==> config.mk <==
export PLATFORM = sky130hd
export DESIGN_NAME = fragment_reassembly_tracker
export DESIGN_NICKNAME = d
export VERILOG_FILES = /design/src/frt_pkg.sv /design/src/fragment_reassembly_tracker.sv /design/src/frt_core.sv /design/src/frt_skid.sv
export SDC_FILE = /design/constraint.sdc
export NUM_CORES = 1
export LEC_CHECK = 0
export BUFFER_PORTS_ARGS = -buffer_cell sky130_fd_sc_hd__buf_2
export CORE_ASPECT_RATIO = 0.6
export CORE_MARGIN = 2
export CORE_UTILIZATION = 50
export CTS_CLUSTER_DIAMETER = 50
export CTS_CLUSTER_SIZE = 16
export DETAILED_ROUTE_END_ITERATION = 16
export HOLD_SLACK_MARGIN = 0.02
export PLACE_DENSITY = 0.69
export SYNTH_ARGS = -nofsm -noshare
export SYNTH_HDL_FRONTEND = slang
export SYNTH_SLANG_ARGS = --single-unit
==> constraint.sdc <==
create_clock -name clk -period 6.25 [get_ports clk]
set_input_delay 1.25 -clock clk [delete_from_list [all_inputs] [get_ports clk]]
set_output_delay 1.25 -clock clk [all_outputs]
set_load 0.1 [all_outputs]
==> src/frt_pkg.sv <==
// ----------------------------------------------------------------------------
// frt_pkg: shared types and constants for the fragment reassembly tracker
// Position, verdict and error codes, and default field widths.
// ----------------------------------------------------------------------------
package frt_pkg;

	localparam int SEQ_BITS_DEF = 8;
	localparam int LEN_BITS_DEF = 16;
	localparam int ROOM_EXTRA   = 16;

	typedef enum logic [1:0] {
		POS_MIDDLE = 2'd0,
		POS_LAST   = 2'd1,
		POS_FIRST  = 2'd2,
		POS_WHOLE  = 2'd3
	} position_t;

	typedef enum logic [1:0] {
		V_PASS = 2'd0,
		V_HELD = 2'd1,
		V_DONE = 2'd2,
		V_DROP = 2'd3
	} verdict_t;

	typedef enum logic [2:0] {
		E_NONE      = 3'd0,
		E_FIRST_NUM = 3'd1,
		E_IDLE      = 3'd2,
		E_GAP       = 3'd3,
		E_ROOM      = 3'd4
	} error_t;

	localparam int RES_CTRL_BITS = $bits(verdict_t) + $bits(error_t) + 1;

endpackage

==> src/fragment_reassembly_tracker.sv <==
// ----------------------------------------------------------------------------
// fragment_reassembly_tracker: link-layer fragment reassembly tracker
// The result is registered and valid in the cycle after item accept while the
//   output register is free; an item taken during a result stall waits in the
//   skid slot. Throughput: one item per cycle while results are taken. During a
//   result stall one more item is taken into the skid slot, then input stalls
//   until the output moves.
// Reset: arst_n clears the packet-in-progress state and empties the buffer.
// ----------------------------------------------------------------------------
module fragment_reassembly_tracker import frt_pkg::*; #(
	parameter int SEQ_BITS = SEQ_BITS_DEF,
	parameter int LEN_BITS = LEN_BITS_DEF
) (
	input  logic                clk,
	input  logic                arst_n,
	input  logic                item_valid,
	output logic                item_ready,
	input  logic [1:0]          position,
	input  logic [SEQ_BITS-1:0] seq_num,
	input  logic [LEN_BITS-1:0] payload_len,
	input  logic [LEN_BITS-1:0] declared_len,
	output logic                result_valid,
	input  logic                result_ready,
	output logic [1:0]          verdict,
	output logic [2:0]          error_code,
	output logic                abandoned,
	output logic [LEN_BITS-1:0] packet_len
);

	localparam int RES_W = RES_CTRL_BITS + LEN_BITS;

	verdict_t            res_verdict;
	error_t              res_error;
	logic                res_abandoned;
	logic [LEN_BITS-1:0] res_len;
	logic                fire;
	logic [RES_W-1:0]    res_data;
	logic [RES_W-1:0]    out_data;

	assign fire     = item_valid && item_ready;
	assign res_data = {res_verdict, res_error, res_abandoned, res_len};

	frt_core #(
		.SEQ_BITS (SEQ_BITS),
		.LEN_BITS (LEN_BITS)
	) u_core (
		.clk           (clk),
		.arst_n        (arst_n),
		.fire          (fire),
		.position      (position),
		.seq_num       (seq_num),
		.payload_len   (payload_len),
		.declared_len  (declared_len),
		.res_verdict   (res_verdict),
		.res_error     (res_error),
		.res_abandoned (res_abandoned),
		.res_len       (res_len)
	);

	frt_skid #(
		.WIDTH (RES_W)
	) u_skid (
		.clk       (clk),
		.arst_n    (arst_n),
		.in_valid  (item_valid),
		.in_ready  (item_ready),
		.in_data   (res_data),
		.out_valid (result_valid),
		.out_ready (result_ready),
		.out_data  (out_data)
	);

	assign verdict    = out_data[RES_W-1 -: 2];
	assign error_code = out_data[RES_W-3 -: 3];
	assign abandoned  = out_data[LEN_BITS];
	assign packet_len = out_data[LEN_BITS-1:0];

endmodule

==> src/frt_core.sv <==
// ----------------------------------------------------------------------------
// frt_core: reassembly state and per-item decision
// Checks one fragment descriptor against the packet in progress and
// updates the tracking state when the item is accepted.
// ----------------------------------------------------------------------------
module frt_core import frt_pkg::*; #(
	parameter int SEQ_BITS = SEQ_BITS_DEF,
	parameter int LEN_BITS = LEN_BITS_DEF
) (
	input  logic                clk,
	input  logic                arst_n,
	input  logic                fire,
	input  logic [1:0]          position,
	input  logic [SEQ_BITS-1:0] seq_num,
	input  logic [LEN_BITS-1:0] payload_len,
	input  logic [LEN_BITS-1:0] declared_len,
	output verdict_t            res_verdict,
	output error_t              res_error,
	output logic                res_abandoned,
	output logic [LEN_BITS-1:0] res_len
);

	logic                in_progress_q;
	logic [SEQ_BITS-1:0] last_seq_q;
	logic [LEN_BITS:0]   assembled_q;
	logic [LEN_BITS:0]   room_q;

	logic                in_progress_d;
	logic [SEQ_BITS-1:0] last_seq_d;
	logic [LEN_BITS:0]   assembled_d;
	logic [LEN_BITS:0]   room_d;

	position_t           pos;
	logic [LEN_BITS:0]   plen_x;
	logic [LEN_BITS:0]   dsum;
	logic [LEN_BITS:0]   room_first;
	logic [SEQ_BITS:0]   seq_expect;
	logic                gap;
	logic                no_room;
	logic [LEN_BITS:0]   asm_new;

	assign pos        = position_t'(position);
	assign plen_x     = {1'b0, payload_len};
	assign dsum       = {1'b0, declared_len} + (LEN_BITS+1)'(ROOM_EXTRA);
	assign room_first = (dsum >= plen_x) ? (dsum - plen_x) : '0;
	// next number is computed one bit wider so a maxed counter never matches
	assign seq_expect = {1'b0, last_seq_q} + (SEQ_BITS+1)'(1);
	assign gap        = {1'b0, seq_num} != seq_expect;
	assign no_room    = room_q < plen_x;
	assign asm_new    = assembled_q + plen_x;

	always_comb begin
		in_progress_d = in_progress_q;
		last_seq_d    = last_seq_q;
		assembled_d   = assembled_q;
		room_d        = room_q;
		res_verdict   = V_DROP;
		res_error     = E_NONE;
		res_abandoned = 1'b0;
		res_len       = '0;
		case (pos)
			POS_WHOLE: begin
				res_verdict = V_PASS;
				res_len     = payload_len;
			end
			POS_FIRST: begin
				res_abandoned = in_progress_q;
				if (seq_num != '0) begin
					in_progress_d = 1'b0;
					res_error     = E_FIRST_NUM;
				end else begin
					in_progress_d = 1'b1;
					last_seq_d    = '0;
					assembled_d   = plen_x;
					room_d        = room_first;
					res_verdict   = V_HELD;
				end
			end
			POS_MIDDLE, POS_LAST: begin
				if (!in_progress_q) begin
					res_error = E_IDLE;
				end else if (gap) begin
					in_progress_d = 1'b0;
					res_error     = E_GAP;
					res_abandoned = 1'b1;
				end else if (no_room) begin
					in_progress_d = 1'b0;
					res_error     = E_ROOM;
					res_abandoned = 1'b1;
				end else begin
					assembled_d = asm_new;
					room_d      = room_q - plen_x;
					if (pos == POS_LAST) begin
						in_progress_d = 1'b0;
						res_verdict   = V_DONE;
						// saturate the reported length
						res_len       = asm_new[LEN_BITS] ? '1 : asm_new[LEN_BITS-1:0];
					end else begin
						last_seq_d  = seq_num;
						res_verdict = V_HELD;
					end
				end
			end
			default: begin
				res_verdict = V_DROP;
			end
		endcase
	end

	always_ff @(posedge clk or negedge arst_n) begin
		if (!arst_n) begin
			in_progress_q <= 1'b0;
			last_seq_q    <= '0;
			assembled_q   <= '0;
			room_q        <= '0;
		end else if (fire) begin
			in_progress_q <= in_progress_d;
			last_seq_q    <= last_seq_d;
			assembled_q   <= assembled_d;
			room_q        <= room_d;
		end
	end

endmodule

==> src/frt_skid.sv <==
// ----------------------------------------------------------------------------
// frt_skid: two-entry result buffer
// Output register plus a skid slot so an item is taken while a result waits.
// ----------------------------------------------------------------------------
module frt_skid import frt_pkg::*; #(
	parameter int WIDTH = RES_CTRL_BITS + LEN_BITS_DEF
) (
	input  logic             clk,
	input  logic             arst_n,
	input  logic             in_valid,
	output logic             in_ready,
	input  logic [WIDTH-1:0] in_data,
	output logic             out_valid,
	input  logic             out_ready,
	output logic [WIDTH-1:0] out_data
);

	logic             main_valid_q;
	logic             skid_valid_q;
	logic [WIDTH-1:0] main_q;
	logic [WIDTH-1:0] skid_q;
	logic             in_fire;
	logic             main_free;

	assign in_ready  = !skid_valid_q;
	assign in_fire   = in_valid && in_ready;
	assign main_free = !main_valid_q || out_ready;
	assign out_valid = main_valid_q;
	assign out_data  = main_q;

	always_ff @(posedge clk or negedge arst_n) begin
		if (!arst_n) begin
			main_valid_q <= 1'b0;
			skid_valid_q <= 1'b0;
		end else if (main_free) begin
			if (skid_valid_q) begin
				main_valid_q <= 1'b1;
				skid_valid_q <= 1'b0;
			end else begin
				main_valid_q <= in_fire;
			end
		end else if (in_fire) begin
			skid_valid_q <= 1'b1;
		end
	end

	always_ff @(posedge clk) begin
		if (main_free) begin
			if (skid_valid_q) begin
				main_q <= skid_q;
			end else if (in_fire) begin
				main_q <= in_data;
			end
		end else if (in_fire) begin
			// hold the new item behind the stalled result
			skid_q <= in_data;
		end
	end

endmodule
Yosys cells after proc, flatten, opt, wreduce, memory -nomap -nowiden

Index checks and enable logic that the tools add are counted.

Word-level logic and storage cells: 89
Flip-flop bits (word level): 89
Output and inout bits: 24
Input port bits: 46

Bitwise logic cells: 1
Magnitude comparators: 2
Add/sub/neg operators: 5
Muxes and demuxes: 49
Eq/ne operators: 9
Reductions and logical operators: 15

Operator list:

| cell                    | count |
|---|---|
| $mux W17                | 9 |
| $mux W16                | 5 |
| $pmux W17 S2            | 2 |
| $mux W22                | 2 |
| $mux W8                 | 5 |
| $sub A17 B16 Y17        | 2 |
| $pmux W16 S2            | 1 |
| $add A16 B5 Y17 const B | 1 |
| $add A17 B16 Y17        | 1 |
| $ge A17 B16 Y1          | 1 |
| $lt A17 B16 Y1          | 1 |
| $pmux W8 S2             | 1 |
| $mux W1                 | 12 |
| $mux W2                 | 5 |
| $add A8 B1 Y9 const B   | 1 |
| $mux W3                 | 3 |
| $ne A8 B9 Y1            | 1 |
| $ne A2 B2 Y1 const B    | 4 |
| $reduce_bool A8 Y1      | 1 |
| $reduce_and A7 Y1       | 1 |
| $pmux W2 S3             | 1 |
| $pmux W3 S2             | 1 |
| $reduce_and A2 Y1       | 3 |
| $reduce_and A6 Y1       | 1 |
| other kinds (11)        | 16 |

Depth between registers and ports, before layout

Gate-level depths: netlist of the first run.

Word-level depth: 9
Depth in mapped cells: 14
Depth with buffers taken out: 14

Cells and area by module

A second synthesis of the first run with hierarchy kept.

Cell total of the unflattened synthesis: 702
Area, all modules: 6,919.1 µm²

Modules (own cells, without submodules):

| module                      | cells each | area each (µm²) | seq. area each (µm²) | times used |
|---|---|---|---|---|
| frt_core                    | 623        | 5,139.9         | 1,076.0              | 1 |
| frt_skid                    | 78         | 1,773.0         | 1,371.3              | 1 |
| fragment_reassembly_tracker | 1          | 6.3             | 0.0                  | 1 |

Worst setup path after synthesis of the first run

Ideal clock, no wire load.

Path kind: input port to flip-flop
Start: input declared_len[4]
End: register u_core.room_q[15]
Required time: 6.185 ns
Slack: 2.486 ns
Arrival: 3.699 ns
Cell stages on the path: 12
Path buffers: 1
Setup time: 0.065 ns
Path through: ha_1 xor2_1 ha_1 clkbuf_1 a21o_1 nor2_1 a211oi_1 o21ai_0 o21ai_0 inv_1 o32ai_1 mux2_2

Cells in the longest elaborated chain, start to end: 5
Elaborated cells between the ends (all ways): 6
Classes of those cells: 2 x add/sub; 1 x order compare; 3 x mux

RTL lines:

| element                                                   | RTL line                          | RTL |
|---|---|---|
| from (decl)                                               | fragment_reassembly_tracker.sv:21 | `input logic [LEN_BITS-1:0] declared_len,` |
| $add A16 B5 Y17 *                                         | frt_core.sv:44                    | `assign dsum = {1'b0, declared_len} + (LEN_BITS+1)'(ROOM_EXTRA);` |
| $sub A17 B16 Y17 / $ge A17 B16 Y1 (equally long branches) | frt_core.sv:45                    | `assign room_first = (dsum >= plen_x) ? (dsum - plen_x) : '0;` |
| $mux W17 *                                                | frt_core.sv:45                    |  |
| $mux W17 *                                                | frt_core.sv:68                    | `if (seq_num != '0) begin` |
| $pmux W17 S2 *                                            | frt_core.sv:61                    | `case (pos)` |
| to (signal assigned)                                      | frt_core.sv:120                   | `room_q <= room_d;` |
| to (decl)                                                 | frt_core.sv:26                    | `logic [LEN_BITS:0] room_q;` |

Mark *: on every way between the ends. The rest lies on a longest branch, timed or not. The select of a mux whose other input is x is not followed.
A chain may end at the register's enable or synchronous reset.

Worst setup path in the final report of the first run

Start: input payload_len[0]
End: register u_skid.main_q[0] (netlist: u_skid.out_data[0]) (data pin)

Cells in the longest elaborated chain, start to end: 9
Elaborated cells between the ends (all ways): 10
Classes of those cells: 1 x add/sub; 1 x order compare; 8 x mux

RTL lines:

| element              | RTL line                          | RTL |
|---|---|---|
| from (decl)          | fragment_reassembly_tracker.sv:20 | `input logic [LEN_BITS-1:0] payload_len,` |
| $add A17 B16 Y17     | frt_core.sv:50                    | `assign asm_new = assembled_q + plen_x;` |
| $mux W16             | frt_core.sv:97                    | `res_len = asm_new[LEN_BITS] ? '1 : asm_new[LEN_BITS-1:0];` |
| $mux W16             | frt_core.sv:93                    | `if (pos == POS_LAST) begin` |
| $mux W16             | frt_core.sv:86                    | `end else if (no_room) begin` |
| $mux W16             | frt_core.sv:82                    | `end else if (gap) begin` |
| $mux W16             | frt_core.sv:80                    | `if (!in_progress_q) begin` |
| $pmux W16 S2 *       | frt_core.sv:61                    |  |
| $mux W22 *           | frt_skid.sv:51                    | `end else if (in_fire) begin` |
| $mux W22 *           | frt_skid.sv:49                    | `if (skid_valid_q) begin` |
| to (signal assigned) | frt_skid.sv:50                    | `main_q <= skid_q;` |
| to (signal assigned) | frt_skid.sv:52                    | `main_q <= in_data;` |
| to (decl)            | frt_skid.sv:20                    | `logic [WIDTH-1:0] main_q;` |

Marked as above.

==> results of run 1 <==
==> metal layers <==
layer  GRT usage  wire length, um
met5           0                0
met4      0.0826              324
met3      0.0546             1340
met1       0.384             9100
met2       0.370             7450
==> state kept, by name, indices dropped and copies added, names as in the netlist <==
| name | flops |
|---|---|
| u_skid.skid_valid_q | 1 |
| u_core.assembled_q | 17 |
| u_core.room_q | 17 |
| u_skid.out_data | 22 |
| u_core.in_progress_q | 1 |
| u_skid.out_valid | 1 |
| u_core.last_seq_q | 8 |
| u_skid.skid_q | 22 |
==> synthesized netlist by cell type, drive strengths merged, types with 6 or more instances <==
master,n
nand2b,8
inv,30
clkbuf,26
nand4,9
dfrtp,45
nand2,79
a21o,15
nor2,59
mux2i,16
nor3,11
o31a,16
nor2b,7
a31oi,8
mux2,6
xnor2,34
a21oi,34
o21ai,75
edfxtp,44
nor3b,16
ha,50
o21a,7
and3,9
xor2,23
a211oi,11
o31ai,6
o22ai,16
nand3,16
a221o,8
==> layout make-up <==
type / instances / area (um^2) / share of cell area
clock buffer: 10 / 229 / 0.0299
clock inverter: 6 / 97.6 / 0.0128
inverter: 30 / 113 / 0.0147
multi-input combinational: 604 / 4160 / 0.543
sequential: 89 / 2450 / 0.320
tap: 175 / 219 / 0.0286
timing repair buffer: 75 / 390 / 0.0510
==> worst paths after layout <==
check / from / endpoint / slack (ns)
hold / removal: u_core.room_q[8] / u_core.room_q[8] / 0.49
setup reg to reg: u_core.assembled_q[0] / u_skid.out_data[0] / 2.48
min in group asynchronous: arst_n / u_skid.skid_valid_q / 1.01
max in group asynchronous: arst_n / u_core.room_q[4] / 4.80
setup / recovery: payload_len[0] / u_skid.out_data[0] / 1.78
hold reg to reg: u_core.room_q[8] / u_core.room_q[8] / 0.49
==> logic make-up (layout without fill, tap and decap cells) <==
family / after synthesis / after routing
AO/OA/AOI/OAI: 236 / 236
AND/OR/NAND/NOR: 236 / 236
flip-flops: 89 / 89
buffers and inverters: 60 / 121
XOR/XNOR: 57 / 57
adder cells (fa/ha/maj): 53 / 53
multiplexers: 22 / 22
==> power by group <==
part / switching, mW / internal [mW]
registers: 0.0954 / 0.747
logic: 0.857 / 0.556
clock network: 0.257 / 0.358
==> worst register-to-register path, stage by stage (launching register included) <==
cell and delay [ns]:
dfrtp_1 0.39, ha_1 0.23, fa_1 0.46, a211oi_1 0.31, o21ai_0 0.18, and3_1 0.17, nor2_1 0.14, a311oi_1 0.19
xor2_1 1.09, nor2_1 0.17, o21ai_0 0.28
==> cell usage in the layout, fill, tap and decap left out, types with 7 or more instances in the layout <==
cell        n
o31a_1     16
nor2b_1     7
a21o_1     15
nor3b_1    16
nand4_1     9
buf_2      69
edfxtp_1   44
a31oi_1     8
inv_1      29
nor2_1     58
a21oi_1    34
ha_1       50
o21ai_0    74
a221o_1     8
nor3_1     10
mux2i_1    16
nand3_1    16
nand2b_1    7
o22ai_1    16
o21a_1      7
a211oi_1   11
nand2_1    79
xnor2_1    34
clkbuf_16   9
and3_1      9
xor2_1     23
dfrtp_1    45
==> per-stage QoR <==
step                total power [mW]  instances  hold slack, ns
floorplan                       1.93        753           0.450
global placement                2.20        973           0.464
detailed placement              2.23        973           0.475
CTS                             2.86        989           0.491
global route                    3.06        989           0.509
finish                          2.87        989           0.488
==> out/summary.txt, run 1 <==
Clock Tree Root = clkbuf_16
Layout cells sized above 1 = 0.135
Cell taking the most area after synthesis = edfxtp_1
Residual DRC = 0
Final setup vio count = 0
Synth Area in Simple Gates = 0.170
Post-CTS Setup Inserts = 0
Min cycle time layout = 4.47 ns
Worst hold path depth = 2
Vias in the first global route = 5734
Drt first pass iters = 6
Area delta synth->final = 12.0%
Clock slew at reported path FFs = 0.07 ns
Gr ovfl total = 0
RePlAce Congestion = 0.924
CP required = 6.42 ns
Final Hold Vio Count = 0
Placed Area = 7320 um^2
Nets = 908
Max cap viols = 0
Htree depth = 3
Power per Cell Area = 375 nW/um^2
Pre-CTS setup slack = 1.40 ns
I/O pin cnt = 70
Post-Syn Nets = 852
1st-iter DRT viols = 500
Antenna-violating nets left = 0
Post-Route WL = 18.2 mm
Buf/Inv on CP = 1
Gr usage total = 0.257
Fin util = 0.567
Slowest stage delay, CP = 1.09 ns
Reg2Reg Depth = 10
Family with the most delay on the worst path = XOR/XNOR gates
Starting density of the core = 0.506
Least-Margin Pin Slew = 1.36 ns
DP HPWL = 13.6 mm
Synth warn = 0
CP Class = input pin to flip-flop
CTS tree = done
Ys async rst share = 0.506
Adder-Cell Fraction of Synth Area = 0.100
Die Y = 94.5 um
WL/cell = 18.4 um
Netlist cell types = 68
Synth Area in Compound Gates = 0.230
Seq/Total Area, Yosys = 0.358
Initial antenna violation count = 0
Post-Syn Area = 6830 um^2
Largest net degree at the start of global routing = 46
Final period util = 0.716
Clk Latency, worst-skew pair = 0.35 ns
Peak VDD IR = 0.149 mV
Post-synthesis mux area share = 0.0333
Die area = 14600 um^2
Clock sink count = 89
Die W = 155 um
Site Rows = 33
Outcome = finished clean
Max_slew headroom = 0.0914
Setup tns final = 0 ns
Post-Synthesis Cells = 753
Max-slew violations = 0
IO buf count = 69
CP Cell Sequence = buf_2 -> ha_1 -> fa_1 -> a211oi_1 -> o21ai_0 -> and3_1 -> nor2_1 -> a311oi_1 -> xor2_1 -> nor2_1 -> o21ai_0
Crit. path cell count = 11
Top FF cell, synth = dfrtp_1
Crit. End Element = flip-flop
Leakage Power = 3.28 nW
CTS-repair resized insts = 0
Fin Clk Skew = 0.00674 ns
Min-delay worst type = flip-flop to flip-flop
Core footprint = 13500 um^2
Synthesis-stage register bit count = 89
Largest family of logic cells by synthesized area = compound AO/OA/AOI/OAI gates
DR vias/cell = 6.05
Fillers = 1190
CP max stage cell = xor2_1
Avg Cell Area, Syn = 9.07 um^2
Top cells by area, synth = edfxtp_1, dfrtp_1, ha_1
RSZ-0062 raised after global routing = no
Max Freq = 0.223 GHz
TritonCTS Buffers = 9
Vias post-DR = 5987
Post-route setup slack = 1.78 ns
Finished Cell Area = 7650 um^2
CP arrival = 4.65 ns
CP startpoint kind = input pin
Share of the synthesized area in the top cell type = 0.193
First-pass GRT wire length = 29.6 mm
Antenna fix cells = 0
Synth Area in XOR/XNOR = 0.0731
Maximum clock insertion buffer count = 2
Post-synth EDFFs = 44
# hold bufs at CTS = 0
Worst Path Max Fanout = 16
No activity file was read; power rests on OpenSTA's default activity.
==> run 2: changes to the inputs <==
Settings changed: ABC_AREA set to 1, PLACE_DENSITY 0.69 to 0.72.
Clock period 6.25 ns to 4 ns, I/O delays scaled along.
==> run 2 against run 1 <==
Utilization grew 0.80 points. Clock power grew 39%. Worst hold slack lost 0.045 ns. Global-route usage shrank 0.82 points. Sequential power grew 60%. Largest cell class unchanged. Largest power group unchanged. Setup slack lost 1.0 ns.
==> out/summary.txt, run 2 <==
Least-Margin Pin Slew = 1.08 ns (was 1.36 ns)
CTS-repair resized insts = 0 (unchanged)
Largest net degree at the start of global routing = 46 (unchanged)
Final period util = 0.811
Vias in the first global route = 6577 (was 5734)
Most frequent cells in the layout = nand2_1, inv_1, nand3_1 (was nand2_1, o21ai_0, buf_2)
CP Cell Sequence = buf_2 -> inv_1 -> nor2_1 -> nand3_1 -> nor4_1 -> nand3_1 -> xor2_1 -> inv_1 -> ha_1 -> nand2_1 -> nor2_1 -> and2_1 -> nand3_1 -> nand2_1 -> nor2_1 -> nand2_1 -> buf_4 -> o211ai_1 -> nand2_1 -> nand2_1 -> nand2_1 (was buf_2 -> ha_1 -> fa_1 -> a211oi_1 -> o21ai_0 -> and3_1 -> nor2_1 -> a311oi_1 -> xor2_1 -> nor2_1 -> o21ai_0)
Vias post-DR = 7259 (was 5987)
Synthesis-stage register bit count = 89 (unchanged)
Slowest stage delay, CP = 0.36 ns (was 1.09 ns)
Die W = 164 um (was 155 um)
Comb pwr share = 0.536 (was 0.492)
Maximum clock insertion buffer count = 2 (unchanged)
Post-CTS Setup Inserts = 0 (unchanged)
# hold bufs at CTS = 0 (unchanged)
Top FF cell, synth = dfrtp_1 (unchanged)
Fin util = 0.575 (was 0.567)
Post-Syn Area = 7650 um^2 (was 6830 um^2)
CP startpoint kind = input pin (unchanged)
Post-synth EDFFs = 44 (unchanged)
Max cap viols = 0 (unchanged)
Die area = 16300 um^2 (was 14600 um^2)
Synth warn = 0 (unchanged)
WL/cell = 13.9 um (was 18.4 um)
Count leader, synth = nand2_1 (unchanged)
Cell taking the most area after synthesis = nand2_1 (was edfxtp_1)
Clock Power Share = 0.180 (was 0.214)
Clock slew at reported path FFs = 0.08 ns (was 0.07 ns)
DP HPWL = 15.3 mm (was 13.6 mm)
Final setup vio count = 0 (unchanged)
CP required = 4.29 ns (was 6.42 ns)
Post-Syn Nets = 1249 (was 852)
Min cycle time layout = 3.25 ns
IO buf count = 69 (unchanged)
Crit. End Element = flip-flop (unchanged)
Largest family of logic cells by synthesized area = simple AND/OR/NAND/NOR gates (was compound AO/OA/AOI/OAI gates)
Setup tns final = 0 ns (unchanged)
Nets = 1311 (was 908)
Post-Route WL = 19.7 mm (was 18.2 mm)
Area of the multi-input gates = 4530 um^2 (was 4160 um^2)
Post-synthesis mux area share = 0 (was 0.0333)
Synth Area in Simple Gates = 0.396 (was 0.170)
Max-slew violations = 0 (unchanged)
Fin Clk Skew = 0.0162 ns (was 0.00674 ns)
Drt first pass iters = 5 (was 6)
Share of the synthesized area in the top cell type = 0.244 (was 0.193)
Htree depth = 3 (unchanged)
Clk Latency, worst-skew pair = 0.35 ns (about the same)
Most used cell, CP = nand2_1
CP max stage cell = nor4_1 (was xor2_1)
Power per Cell Area = 561 nW/um^2 (was 375 nW/um^2)
CTS tree = done (unchanged)
TritonCTS Buffers = 9 (unchanged)
Post-Synthesis Cells = 1150 (was 753)
Sw frac = 0.477 (was 0.422)
Die Y = 99.8 um (was 94.5 um)
Ys async rst share = 0.506 (unchanged)
Seq/Total Area, Yosys = 0.320 (was 0.358)
Commonest non-fill, non-tap cell in the layout = nand2_1 (unchanged)
Synth Area in XOR/XNOR = 0.0252 (was 0.0731)
Hold Slack = 0.443 ns (was 0.488 ns)
Clock sink count = 89 (unchanged)
Gr usage total = 0.249 (was 0.257)
Int Power = 2.48 mW (was 1.66 mW)
Outcome = finished clean (unchanged)
Residual DRC = 0 (unchanged)
I/O pin cnt = 70 (unchanged)
Post-synth top cells = nand2_1, inv_1, nand3_1, nor2_1, a21oi_1 (was nand2_1, o21ai_0, nor2_1, ha_1, dfrtp_1)
Clock Tree Root = clkbuf_16 (unchanged)
Max_slew headroom = 0.280 (was 0.0914)
Reg area = 2450 um^2 (unchanged)
Layout cells sized above 1 = 0.114 (was 0.135)
Starting density of the core = 0.520 (was 0.506)
Antenna-violating nets left = 0 (unchanged)
CP arrival = 3.53 ns (was 4.65 ns)
DR vias/cell = 5.13 (was 6.05)
Area delta synth->final = 10.5% (was 12.0%)
Initial antenna violation count = 0 (unchanged)
RSZ-0062 raised after global routing = no (unchanged)
Avg Cell Area, Syn = 6.65 um^2 (was 9.07 um^2)
Reg2reg setup slack = 1.06 ns (was 2.48 ns)
Peak VDD IR = 0.275 mV (was 0.149 mV)
1st-iter DRT viols = 679 (was 500)
Antenna fix cells = 0 (unchanged)
Max Freq = 0.308 GHz
Core footprint = 14700 um^2 (was 13500 um^2)
Overall Power = 4.75 mW (was 2.87 mW)
Adder-Cell Fraction of Synth Area = 0.0896 (was 0.100)
CP Class = input pin to flip-flop (unchanged)
Site Rows = 34 (was 33)
Leakage Power = 4.57 nW (was 3.28 nW)
Netlist cell types = 41 (was 68)
Fillers = 1490 (was 1190)
Synth Area in Compound Gates = 0.0805 (was 0.230)
Sw Pwr = 2.26 mW (was 1.21 mW)
Top cells by area, synth = nand2_1, edfxtp_1, dfrtp_1 (was edfxtp_1, dfrtp_1, ha_1)
RePlAce Congestion = 0.960 (was 0.924)
Final Hold Vio Count = 0 (unchanged)
First-pass GRT wire length = 32.7 mm (was 29.6 mm)
Gr ovfl total = 0 (unchanged)
Min-delay worst type = input pin to async pin (was flip-flop to flip-flop)
Worst Path Max Fanout = 17 (was 16)
Flop pwr share = 0.284 (was 0.293)
-- run 2: path summary, 6_finish.rpt --
path / startpoint / to / cells after the start
max: declared_len[4] / u_core.room_q[5] / 21
max in group asynchronous: arst_n / u_core.room_q[10] / 2
min reg2reg: u_core.assembled_q[15] / u_core.assembled_q[15] / 2
max reg2reg: u_core.room_q[14] / u_core.room_q[5] / 10
min: arst_n / u_core.last_seq_q[0] / 1
min in group clk: u_core.assembled_q[15] / u_core.assembled_q[15] / 2
-- run 2: cell type report --
type	count	share of cell area
multi-input combinational	895	0.535
clock buffer	9	0.0266
tap	198	0.0293
clock inverter	7	0.00828
inverter	138	0.0615
timing repair buffer	79	0.0497
sequential	89	0.289
-- run 2: critical path: cells and delay by family --
| family | cells | cell delay [ns] |
|---|---|---|
| xor+xnor | 1 | 0.15 |
| compound gates | 1 | 0.12 |
| fa+ha+maj | 1 | 0.31 |
| simple gates | 14 | 1.72 |
| buf+inv | 4 | 0.42 |
-- run 2: power by group through the flow --
stage	Sequential, mW	Combinational [mW]	Clock [mW]
finish	1.35	2.54	0.855
global route	1.37	2.90	0.903
CTS	1.34	2.51	0.864
detailed placement	1.36	2.49	0
global placement	1.36	2.44	0
floorplan	1.45	1.84	0
-- run 2: routing by layer --
metal  up-vias  track usage  wire length, um
li1       3786            -                -
met1      3248        0.384            10300
met2       209        0.361             7870
met3        16       0.0525             1390
met4         0       0.0459              160
met5         -            0                0
-- run 2: through the flow --
| step | instances | setup slack, ns | instance area (um^2) |
|---|---|---|---|
| after floorplan | 1150 | 0.850 | 7650 |
| after global placement | 1399 | 0.517 | 8160 |
| after detailed placement | 1399 | 0.404 | 8160 |
| after CTS | 1415 | 0.760 | 8460 |
| after global routing | 1415 | 0.294 | 8460 |
| final | 1415 | 0.754 | 8460 |
-- run 2: cells by family (layout without fill, tap and decap cells) --
| family | count (synthesis) | count (layout) |
|---|---|---|
| DFF | 89 | 89 |
| adders and majority gates | 53 | 53 |
| buffers and inverters | 166 | 233 |
| AOI/OAI and AO/OA | 112 | 112 |
| xor gates and xnor gates | 22 | 22 |
| and+or+nand+nor | 708 | 708 |
